===== config.mk =====
export PLATFORM = sky130hd
export DESIGN_NAME = lcd_nibble_shift_writer
export DESIGN_NICKNAME = d
export VERILOG_FILES = /design/src/lnsw_pkg.sv /design/src/lcd_nibble_shift_writer.sv /design/src/lnsw_front.sv /design/src/lnsw_queue.sv /design/src/lnsw_back.sv
export VERILOG_INCLUDE_DIRS = /design/src /design/src/src
export SDC_FILE = /design/constraint.sdc
export NUM_CORES = 1
export LEC_CHECK = 0
export ABC_AREA = 1
export BUFFER_PORTS_ARGS = -buffer_cell sky130_fd_sc_hd__buf_2
export CAP_MARGIN = 10
export CELL_PAD_IN_SITES_DETAIL_PLACEMENT = 1
export CELL_PAD_IN_SITES_GLOBAL_PLACEMENT = 2
export CORE_MARGIN = 2
export CORE_UTILIZATION = 33
export CTS_CLUSTER_DIAMETER = 80
export DETAILED_ROUTE_END_ITERATION = 6
export PLACE_DENSITY = 0.77
export RECOVER_POWER = 25
export SLEW_MARGIN = 40
export SYNTH_ARGS = -nofsm -noshare
export SYNTH_HDL_FRONTEND = slang
export SYNTH_SLANG_ARGS = --single-unit

===== constraint.sdc =====
create_clock -name clk -period 2.5 [get_ports clk]
set_input_delay 0 -clock clk [delete_from_list [all_inputs] [get_ports clk]]
set_output_delay 0 -clock clk [all_outputs]
set_load 0.005 [all_outputs]

===== src/lcd_nibble_shift_writer_defines.svh =====
// Assertion macros for the LCD nibble shift writer.
`ifndef LCD_NIBBLE_SHIFT_WRITER_DEFINES_SVH
`define LCD_NIBBLE_SHIFT_WRITER_DEFINES_SVH
`ifndef SYNTHESIS
`define LNSW_ASSERT_NOW(label, ante, cons, msg) \
  label: assert property (@(posedge clk) disable iff (!rst_n) (ante) |-> (cons)) \
    else $error(msg);
`define LNSW_ASSERT_NEXT(label, ante, cons, msg) \
  label: assert property (@(posedge clk) disable iff (!rst_n) (ante) |=> (cons)) \
    else $error(msg);
`else
`define LNSW_ASSERT_NOW(label, ante, cons, msg)
`define LNSW_ASSERT_NEXT(label, ante, cons, msg)
`endif
`endif


===== src/lnsw_pkg.sv =====
// Shared types, codes and constants of the LCD nibble shift writer.
package lnsw_pkg;

  localparam logic [2:0] CMD_DATA   = 3'd0;
  localparam logic [2:0] CMD_INSTR  = 3'd1;
  localparam logic [2:0] CMD_CURSOR = 3'd2;
  localparam logic [2:0] CMD_INIT   = 3'd3;
  localparam logic [2:0] CMD_CLEAR  = 3'd4;

  localparam logic [1:0] CFG_SETTLE = 2'd0;
  localparam logic [1:0] CFG_PULSE  = 2'd1;

  localparam logic [15:0] SETTLE_RESET = 16'd20000;
  localparam int          COLUMNS      = 16;
  localparam int          QUEUE_DEPTH  = 4;

  localparam logic [7:0] BYTE_CLEAR = 8'h01;
  localparam logic [7:0] NIBBLE_MASK = 8'hF0;
  localparam logic [7:0] RS_BIT = 8'h08;
  localparam logic [7:0] EN_BIT = 8'h02;

  localparam logic [1:0] PH_HI_EN = 2'd0;
  localparam logic [1:0] PH_HI    = 2'd1;
  localparam logic [1:0] PH_LO_EN = 2'd2;
  localparam logic [1:0] PH_LO    = 2'd3;

  typedef struct packed {
    logic [7:0] value;
    logic       is_data;
    logic       last;
  } lnsw_entry_t;

  typedef struct packed {
    logic       push;
    lnsw_entry_t entry;
  } lnsw_push_t;

  typedef struct packed {
    logic       busy;
    logic [1:0] init_idx;
  } lnsw_front_status_t;

  function automatic logic [7:0] init_byte(input logic [1:0] idx);
    logic [7:0] b;
    case (idx)
      2'd0: b = 8'h28;
      2'd1: b = 8'h0C;
      2'd2: b = 8'h06;
      2'd3: b = 8'h01;
      default: b = 8'h01;
    endcase
    return b;
  endfunction

endpackage


===== src/lcd_nibble_shift_writer.sv =====
// Top level of the LCD nibble shift writer: front end, byte queue and frame back end.
// A command is taken while the queue has room and no init is being queued; init queues four bytes.
// The back end emits one frame per cycle unless stalled or idle, four per byte and sixteen for init.
// The first frame of a command passes the byte queue and the output register before the outputs.
// Synchronous active-low reset empties the queue and output and sets the settle delay to 20000.
// Writes to the pulse width register are taken and have no effect on the frames.
`include "lcd_nibble_shift_writer_defines.svh"
module lcd_nibble_shift_writer #(
  parameter int QUEUE_DEPTH = lnsw_pkg::QUEUE_DEPTH
) (
  input  logic        clk,
  input  logic        rst_n,
  input  logic        in_valid,
  output logic        in_stall,
  input  logic [2:0]  in_command,
  input  logic [7:0]  in_byte_value,
  input  logic        in_row,
  input  logic [3:0]  in_column,
  output logic        out_valid,
  input  logic        out_stall,
  output logic [7:0]  out_frame,
  output logic [15:0] out_wait_after_us,
  output logic        out_last,
  input  logic        cfg_valid,
  output logic        cfg_ready,
  input  logic [1:0]  cfg_index,
  input  logic [15:0] cfg_data
);

  logic [15:0]                  settle_r;
  lnsw_pkg::lnsw_push_t         push;
  lnsw_pkg::lnsw_front_status_t front_status;
  lnsw_pkg::lnsw_entry_t        head;
  logic                         q_full, head_valid, pop;
  logic                         init_xfer, init_started;

  assign cfg_ready = 1'b1;

  assign init_xfer    = in_valid && !in_stall && in_command == lnsw_pkg::CMD_INIT;
  assign init_started = front_status.busy && front_status.init_idx == 2'd1;

  always_ff @(posedge clk) begin
    if (!rst_n) begin
      settle_r <= lnsw_pkg::SETTLE_RESET;
    end else if (cfg_valid && cfg_ready && cfg_index == lnsw_pkg::CFG_SETTLE) begin
      settle_r <= cfg_data;
    end
  end

  lnsw_front u_front (
    .clk          (clk),
    .rst_n        (rst_n),
    .in_valid     (in_valid),
    .in_stall     (in_stall),
    .in_command   (in_command),
    .in_byte_value(in_byte_value),
    .in_row       (in_row),
    .in_column    (in_column),
    .q_full       (q_full),
    .push_o       (push),
    .status_o     (front_status)
  );

  lnsw_queue #(
    .DEPTH(QUEUE_DEPTH)
  ) u_queue (
    .clk       (clk),
    .rst_n     (rst_n),
    .push_i    (push),
    .full      (q_full),
    .pop       (pop),
    .head_valid(head_valid),
    .head      (head)
  );

  lnsw_back u_back (
    .clk              (clk),
    .rst_n            (rst_n),
    .settle_delay     (settle_r),
    .head_valid       (head_valid),
    .head             (head),
    .pop              (pop),
    .out_valid        (out_valid),
    .out_stall        (out_stall),
    .out_frame        (out_frame),
    .out_wait_after_us(out_wait_after_us),
    .out_last         (out_last)
  );

  `LNSW_ASSERT_NOW(a_push_not_full, push.push, !q_full, "byte pushed into a full queue")
  `LNSW_ASSERT_NOW(a_pop_has_head, pop, head_valid, "byte popped from an empty queue")
  `LNSW_ASSERT_NEXT(a_init_starts, init_xfer, init_started, "init transfer did not start")
  `LNSW_ASSERT_NOW(a_last_enable_low, out_valid && out_last, !out_frame[1], "last frame enabled")

endmodule


===== src/lnsw_front.sv =====
// Front end: accepts commands and turns them into display bytes for the queue.
module lnsw_front (
  input  logic                        clk,
  input  logic                        rst_n,
  input  logic                        in_valid,
  output logic                        in_stall,
  input  logic [2:0]                  in_command,
  input  logic [7:0]                  in_byte_value,
  input  logic                        in_row,
  input  logic [3:0]                  in_column,
  input  logic                        q_full,
  output lnsw_pkg::lnsw_push_t        push_o,
  output lnsw_pkg::lnsw_front_status_t status_o
);

  localparam logic [6:0] COL_MAX = 7'(lnsw_pkg::COLUMNS - 1);

  logic       busy_r, busy_nxt;
  logic [1:0] idx_r, idx_nxt;
  logic       accept;
  logic [3:0] col_sat;

  assign in_stall = busy_r | q_full;
  assign accept   = in_valid & ~in_stall;

  always_comb begin
    if ({3'b000, in_column} > COL_MAX) begin
      col_sat = COL_MAX[3:0];
    end else begin
      col_sat = in_column;
    end
  end

  always_comb begin
    busy_nxt = busy_r;
    idx_nxt  = idx_r;
    push_o   = '0;
    if (busy_r) begin
      if (!q_full) begin
        push_o.push          = 1'b1;
        push_o.entry.value   = lnsw_pkg::init_byte(idx_r);
        push_o.entry.is_data = 1'b0;
        push_o.entry.last    = (idx_r == 2'd3);
        if (idx_r == 2'd3) begin
          busy_nxt = 1'b0;
        end else begin
          idx_nxt = idx_r + 2'd1;
        end
      end
    end else if (accept) begin
      push_o.entry.last = 1'b1;
      case (in_command)
        lnsw_pkg::CMD_DATA: begin
          push_o.push          = 1'b1;
          push_o.entry.value   = in_byte_value;
          push_o.entry.is_data = 1'b1;
        end
        lnsw_pkg::CMD_INSTR: begin
          push_o.push        = 1'b1;
          push_o.entry.value = in_byte_value;
        end
        lnsw_pkg::CMD_CURSOR: begin
          push_o.push        = 1'b1;
          push_o.entry.value = {1'b1, in_row, 2'b00, col_sat};
        end
        lnsw_pkg::CMD_INIT: begin
          push_o.push        = 1'b1;
          push_o.entry.value = lnsw_pkg::init_byte(2'd0);
          push_o.entry.last  = 1'b0;
          busy_nxt           = 1'b1;
          idx_nxt            = 2'd1;
        end
        lnsw_pkg::CMD_CLEAR: begin
          push_o.push        = 1'b1;
          push_o.entry.value = lnsw_pkg::BYTE_CLEAR;
        end
        default: begin
          push_o.push = 1'b0;
        end
      endcase
    end
  end

  always_ff @(posedge clk) begin
    if (!rst_n) begin
      busy_r <= 1'b0;
      idx_r  <= 2'd0;
    end else begin
      busy_r <= busy_nxt;
      idx_r  <= idx_nxt;
    end
  end

  assign status_o.busy     = busy_r;
  assign status_o.init_idx = idx_r;

endmodule


===== src/lnsw_queue.sv =====
// Small byte queue between the front end and the frame back end.
module lnsw_queue #(
  parameter int DEPTH = lnsw_pkg::QUEUE_DEPTH
) (
  input  logic                  clk,
  input  logic                  rst_n,
  input  lnsw_pkg::lnsw_push_t  push_i,
  output logic                  full,
  input  logic                  pop,
  output logic                  head_valid,
  output lnsw_pkg::lnsw_entry_t head
);

  localparam int PTR_W = (DEPTH > 1) ? $clog2(DEPTH) : 1;
  localparam int CNT_W = $clog2(DEPTH + 1);
  localparam logic [PTR_W-1:0] PTR_LAST = PTR_W'(DEPTH - 1);
  localparam logic [CNT_W-1:0] CNT_FULL = CNT_W'(DEPTH);

  lnsw_pkg::lnsw_entry_t mem_r [DEPTH];
  logic [PTR_W-1:0] wr_ptr_r, rd_ptr_r;
  logic [CNT_W-1:0] count_r;
  logic             do_push, do_pop;

  assign full       = (count_r == CNT_FULL);
  assign head_valid = (count_r != '0);
  assign head       = mem_r[rd_ptr_r];
  assign do_push    = push_i.push & ~full;
  assign do_pop     = pop & head_valid;

  always_ff @(posedge clk) begin
    if (do_push) begin
      mem_r[wr_ptr_r] <= push_i.entry;
    end
  end

  always_ff @(posedge clk) begin
    if (!rst_n) begin
      wr_ptr_r <= '0;
      rd_ptr_r <= '0;
      count_r  <= '0;
    end else begin
      if (do_push) begin
        wr_ptr_r <= (wr_ptr_r == PTR_LAST) ? '0 : wr_ptr_r + PTR_W'(1);
      end
      if (do_pop) begin
        rd_ptr_r <= (rd_ptr_r == PTR_LAST) ? '0 : rd_ptr_r + PTR_W'(1);
      end
      if (do_push && !do_pop) begin
        count_r <= count_r + CNT_W'(1);
      end else if (do_pop && !do_push) begin
        count_r <= count_r - CNT_W'(1);
      end
    end
  end

endmodule


===== src/lnsw_back.sv =====
// Back end: expands each queued byte into four frames behind an output register.
module lnsw_back (
  input  logic                  clk,
  input  logic                  rst_n,
  input  logic [15:0]           settle_delay,
  input  logic                  head_valid,
  input  lnsw_pkg::lnsw_entry_t head,
  output logic                  pop,
  output logic                  out_valid,
  input  logic                  out_stall,
  output logic [7:0]            out_frame,
  output logic [15:0]           out_wait_after_us,
  output logic                  out_last
);

  logic        out_valid_r;
  logic [7:0]  frame_r, frame_nxt;
  logic [15:0] wait_r, wait_nxt;
  logic        last_r, last_nxt;
  logic [1:0]  phase_r;
  logic        advance, emit;
  logic [7:0]  rs, hi, lo;

  assign advance = ~out_valid_r | ~out_stall;
  assign emit    = advance & head_valid;
  assign pop     = emit & (phase_r == lnsw_pkg::PH_LO);

  assign rs = head.is_data ? lnsw_pkg::RS_BIT : 8'h00;
  assign hi = (head.value & lnsw_pkg::NIBBLE_MASK) | rs;
  assign lo = ({head.value[3:0], 4'h0} & lnsw_pkg::NIBBLE_MASK) | rs;

  always_comb begin
    last_nxt = 1'b0;
    case (phase_r)
      lnsw_pkg::PH_HI_EN: begin
        frame_nxt = hi | lnsw_pkg::EN_BIT;
        wait_nxt  = settle_delay;
      end
      lnsw_pkg::PH_HI: begin
        frame_nxt = hi;
        wait_nxt  = 16'd0;
      end
      lnsw_pkg::PH_LO_EN: begin
        frame_nxt = lo | lnsw_pkg::EN_BIT;
        wait_nxt  = settle_delay;
      end
      lnsw_pkg::PH_LO: begin
        frame_nxt = lo;
        wait_nxt  = settle_delay;
        last_nxt  = head.last;
      end
      default: begin
        frame_nxt = hi;
        wait_nxt  = settle_delay;
      end
    endcase
  end

  always_ff @(posedge clk) begin
    if (!rst_n) begin
      out_valid_r <= 1'b0;
      phase_r     <= lnsw_pkg::PH_HI_EN;
    end else begin
      if (advance) begin
        out_valid_r <= head_valid;
      end
      if (emit) begin
        phase_r <= phase_r + 2'd1;
      end
    end
  end

  always_ff @(posedge clk) begin
    if (emit) begin
      frame_r <= frame_nxt;
      wait_r  <= wait_nxt;
      last_r  <= last_nxt;
    end
  end

  assign out_valid         = out_valid_r;
  assign out_frame         = frame_r;
  assign out_wait_after_us = wait_r;
  assign out_last          = last_r;

endmodule


==> summary.txt <==
Timing
  – Rel. slew slack: 0.414
  – Fin. Hold Viols: 0
  – Fin crit share: 0.854
  – Fin Setup TNS: 0 ps
  – Fmax: 0.469 GHz
  – Max Clock Skew: 5.83 ps
  – Hold slack final: 54.5 ps
  – Final setup fails: 0
  – Worst slew pin tran: 880 ps
  – Max Transition Viols Final: 0
  – Crit path time final: 2130 ps
  – RSZ-0062 raised after global routing: no

Clocking
  – Post-CTS Resized: 0
  – Clk root buf: clkbuf_16
  – H-tree levels: 3
  – Worst-path clk slew: 70 ps
  – Clock sink total: 94
  – Worst-Skew Late Latency: 350 ps
  – Max clock buf depth: 2
  – TritonCTS buffer count: 9
  – CTS tree: yes

Global route
  – Largest net degree at the start of global routing: 27
  – Grt total ovfl: 0
  – First-pass GRT wire length: about 15000 um
  – Total track usage: 0.151
  – Initial antenna violation count: 0
  – Vias in the first global route: approximately 3000

Logic synthesis
  – Area share of xor/xnor cells in the synthesized design: 0.00217
  – Post-Synth Simple-Gate Area: 0.149
  – Ys async rst share: 0
  – Part of the Yosys area used for sequential elements: 0.624
  – Mean Syn Cell Area: 10.0 sq um
  – Cell accounting for the most synthesized area: edfxtp_1
  – Complex-gate fraction of the synthesized area: 0.111
  – Synthesized instance count: 402
  – Area contributors post-synth: edfxtp_1 47%, dfxtp_1 15%, nor2_1 7.1%
  – Mux cell area share after synthesis: 0
  – Synth Warn #: 0
  – Area share of fa/ha/maj cells after synthesis: 0.0484
  – Flops & latches, synth: 94
  – Top cell type's share of synthesized area: 0.470
  – Post-synth top flop: edfxtp_1
  – EDFF count, synth: 63
  – Synth top cells by count: 76 x nor2_1, 63 x edfxtp_1, 49 x nand2_1, 49 x o21ai_0, 44 x inv_1
  – Count leader, synth: nor2_1
  – Number of distinct library cells after synthesis: 33
  – Largest family of logic cells by synthesized area: simple AND/OR/NAND/NOR gates
  – Mapped Area: 4030 sq um

Min path
  – Worst Hold Class: input pin to flop
  – Hold Crit Start: in_byte_value[4]

Placed design
  – Placer congestion estimate: 0.789
  – Port-buffer cells: 63
  – HPWL after DPL: 6430 um

Floorplan
  – Die area: 13100 sq um
  – Initial core utilization: 0.337
  – Rows: 40
  – Vert. Die Dim: about 110 um
  – IO Count: 67
  – Die width: 114 um
  – Core ar.: around 12000 sq um

Detailed routing
  – Via count: 2929
  – Vias per cell: 4.58
  – Initial DRT Pass Iterations: 4
  – DRC Markers: 0
  – DRT antenna net count: 0
  – DR WL/cell: roughly 15 um
  – Initial drt markers: 134
  – Detailed Route WL: between 9000 and 10000 um

Setup path
  – CP Launch Point: u_queue.count_r[0]
  – Reg2Reg Launch Point: u_queue.count_r[0]
  – Setup Crit Path Kind: flop to flop
  – Max FO, Critical Path: 5
  – Delay-heaviest family, CP: simple AND/OR/NAND/NOR gates
  – Crit path DAT: 2420 ps
  – Startpoint types: flop
  – Buf/Inv on CP: 4
  – Worst path max stage delay: 390 ps
  – CP max stage cell: dfxtp_1
  – CP cell instances: nor2_1 -> nand2_1 -> inv_2 -> nor2_4 -> nand2_2 -> inv_2 -> ha_1 -> inv_1 -> fa_1 -> inv_1 -> nand2_1 -> nand3_1 -> o21ai_0 -> a21oi_1
  – Setup crit end kind: flop
  – Worst EP required: 2790 ps

Power and ir drop
  – Leak Pwr: 2.04 nW
  – Max VDD drop: 0.000267 V
  – Pwr/cell area: 874 nW/um^2

Layout
  – Final core utilization: 0.413
  – Final #Nets: 541
  – Fillers: 1361
  – # diodes: 0
  – Proportion of layout cells with a drive suffix above 1: 0.163
  – Layout area overhead: 22.7%

Outcome
  – Status: completed

Run
  – Max-cap violation count: 0
==> report_power, final <==
group / switching, mW / total [mW] / leakage, nW / internal (mW)
clock: 0.635 / 1.33 / 0.144 / 0.697
sequential: 0.0899 / 2.09 / 0.851 / 2.00
combinational: 0.579 / 0.897 / 1.04 / 0.318
total: 1.30 / 4.32 / 2.04 / 3.02
==> through the flow <==
stage	cell area, sq um	std cells	power, mW	worst slack [ps]
after CTS	4970	639	4.42	399
after global routing	4940	639	4.58	108
final	4940	639	4.32	366
after global placement	4510	606	3.02	507
after floorplan	4030	403	2.64	460
after detailed placement	4510	606	3.06	421
==> cell type report <==
class | instances | area, sq um | area share
clock inverters | 7 | 65.1 | 0.0132
clock buffers | 9 | 225 | 0.0455
inverters | 48 | 180 | 0.0364
flip-flops and latches | 94 | 2510 | 0.508
repair buffers | 88 | 520 | 0.105
well taps | 147 | 184 | 0.0372
multi-input cells | 246 | 1260 | 0.254
==> registers in the layout, indices dropped and copies added, names as in the netlist, named ones only <==
name / count
u_queue.wr_ptr_r: 2
settle_r: 16
u_back.out_frame: 6
u_back.phase_r: 2
u_queue.mem_r: 40
u_queue.rd_ptr_r: 2
u_back.out_valid: 1
u_back.out_last: 1
u_front.busy_r: 1
u_back.out_wait_after_us: 16
u_front.idx_r: 2
u_queue.count_r: 3
==> per-layer routing <==
layer	share of wire	GRT usage	vias to the layer above	routed length, um
met3	0.025	0.0249	12	236
met1	0.46	0.191	1388	4300
met4	0.020	0.0707	0	188
li1	-	-	1496	-
met2	0.49	0.252	33	4560
met5	0	0	-	0
==> repair_timing <==
action,4_1_cts,5_1_grt
setup buffers,0,0
endpoints found under the hold margin,17,0
hold buffers,17,0
==> worst min-delay path: stages <==
cell	delay, ps
buf_2	110
nand2_1	60
nor2_1	60
==> logic make-up after synthesis <==
group                    Yosys count
AO/OA/AOI/OAI                     82
XOR/XNOR                           1
adder cells (fa/ha/maj)           15
buffers and inverters             63
flip-flops                        94
other                              2
AND/OR/NAND/NOR                  145
==> cells in the final DEF, fill, tap and decap left out, drive strengths merged <==
cell type    count
a22oi            2
o22ai            2
o21ai           49
inv             51
nand3b           1
dfxtp           31
a21boi           2
fa               1
nor4             1
or2              2
nand2           52
clkbuf          25
edfxtp          63
xor2             1
conb             3
o211ai           5
nor3b            1
o21bai           2
ha              14
o2bb2ai          1
nor3             1
nand3            8
dlygate4sd3     17
buf             55
clkinv           4
o21a             1
a21oi           18
nor2            79
==> final timing paths <==
kind / end / slack [ps] / cells past startpoint
worst min-delay path: u_queue.mem_r[2][6] / 50 / 3
worst max-delay path: u_queue.count_r[2] / 370 / 14
worst min register to register: settle_r[15] / 460 / 2
worst max register to register: u_queue.count_r[2] / 370 / 14
No activity file was read; power rests on OpenSTA's default activity.
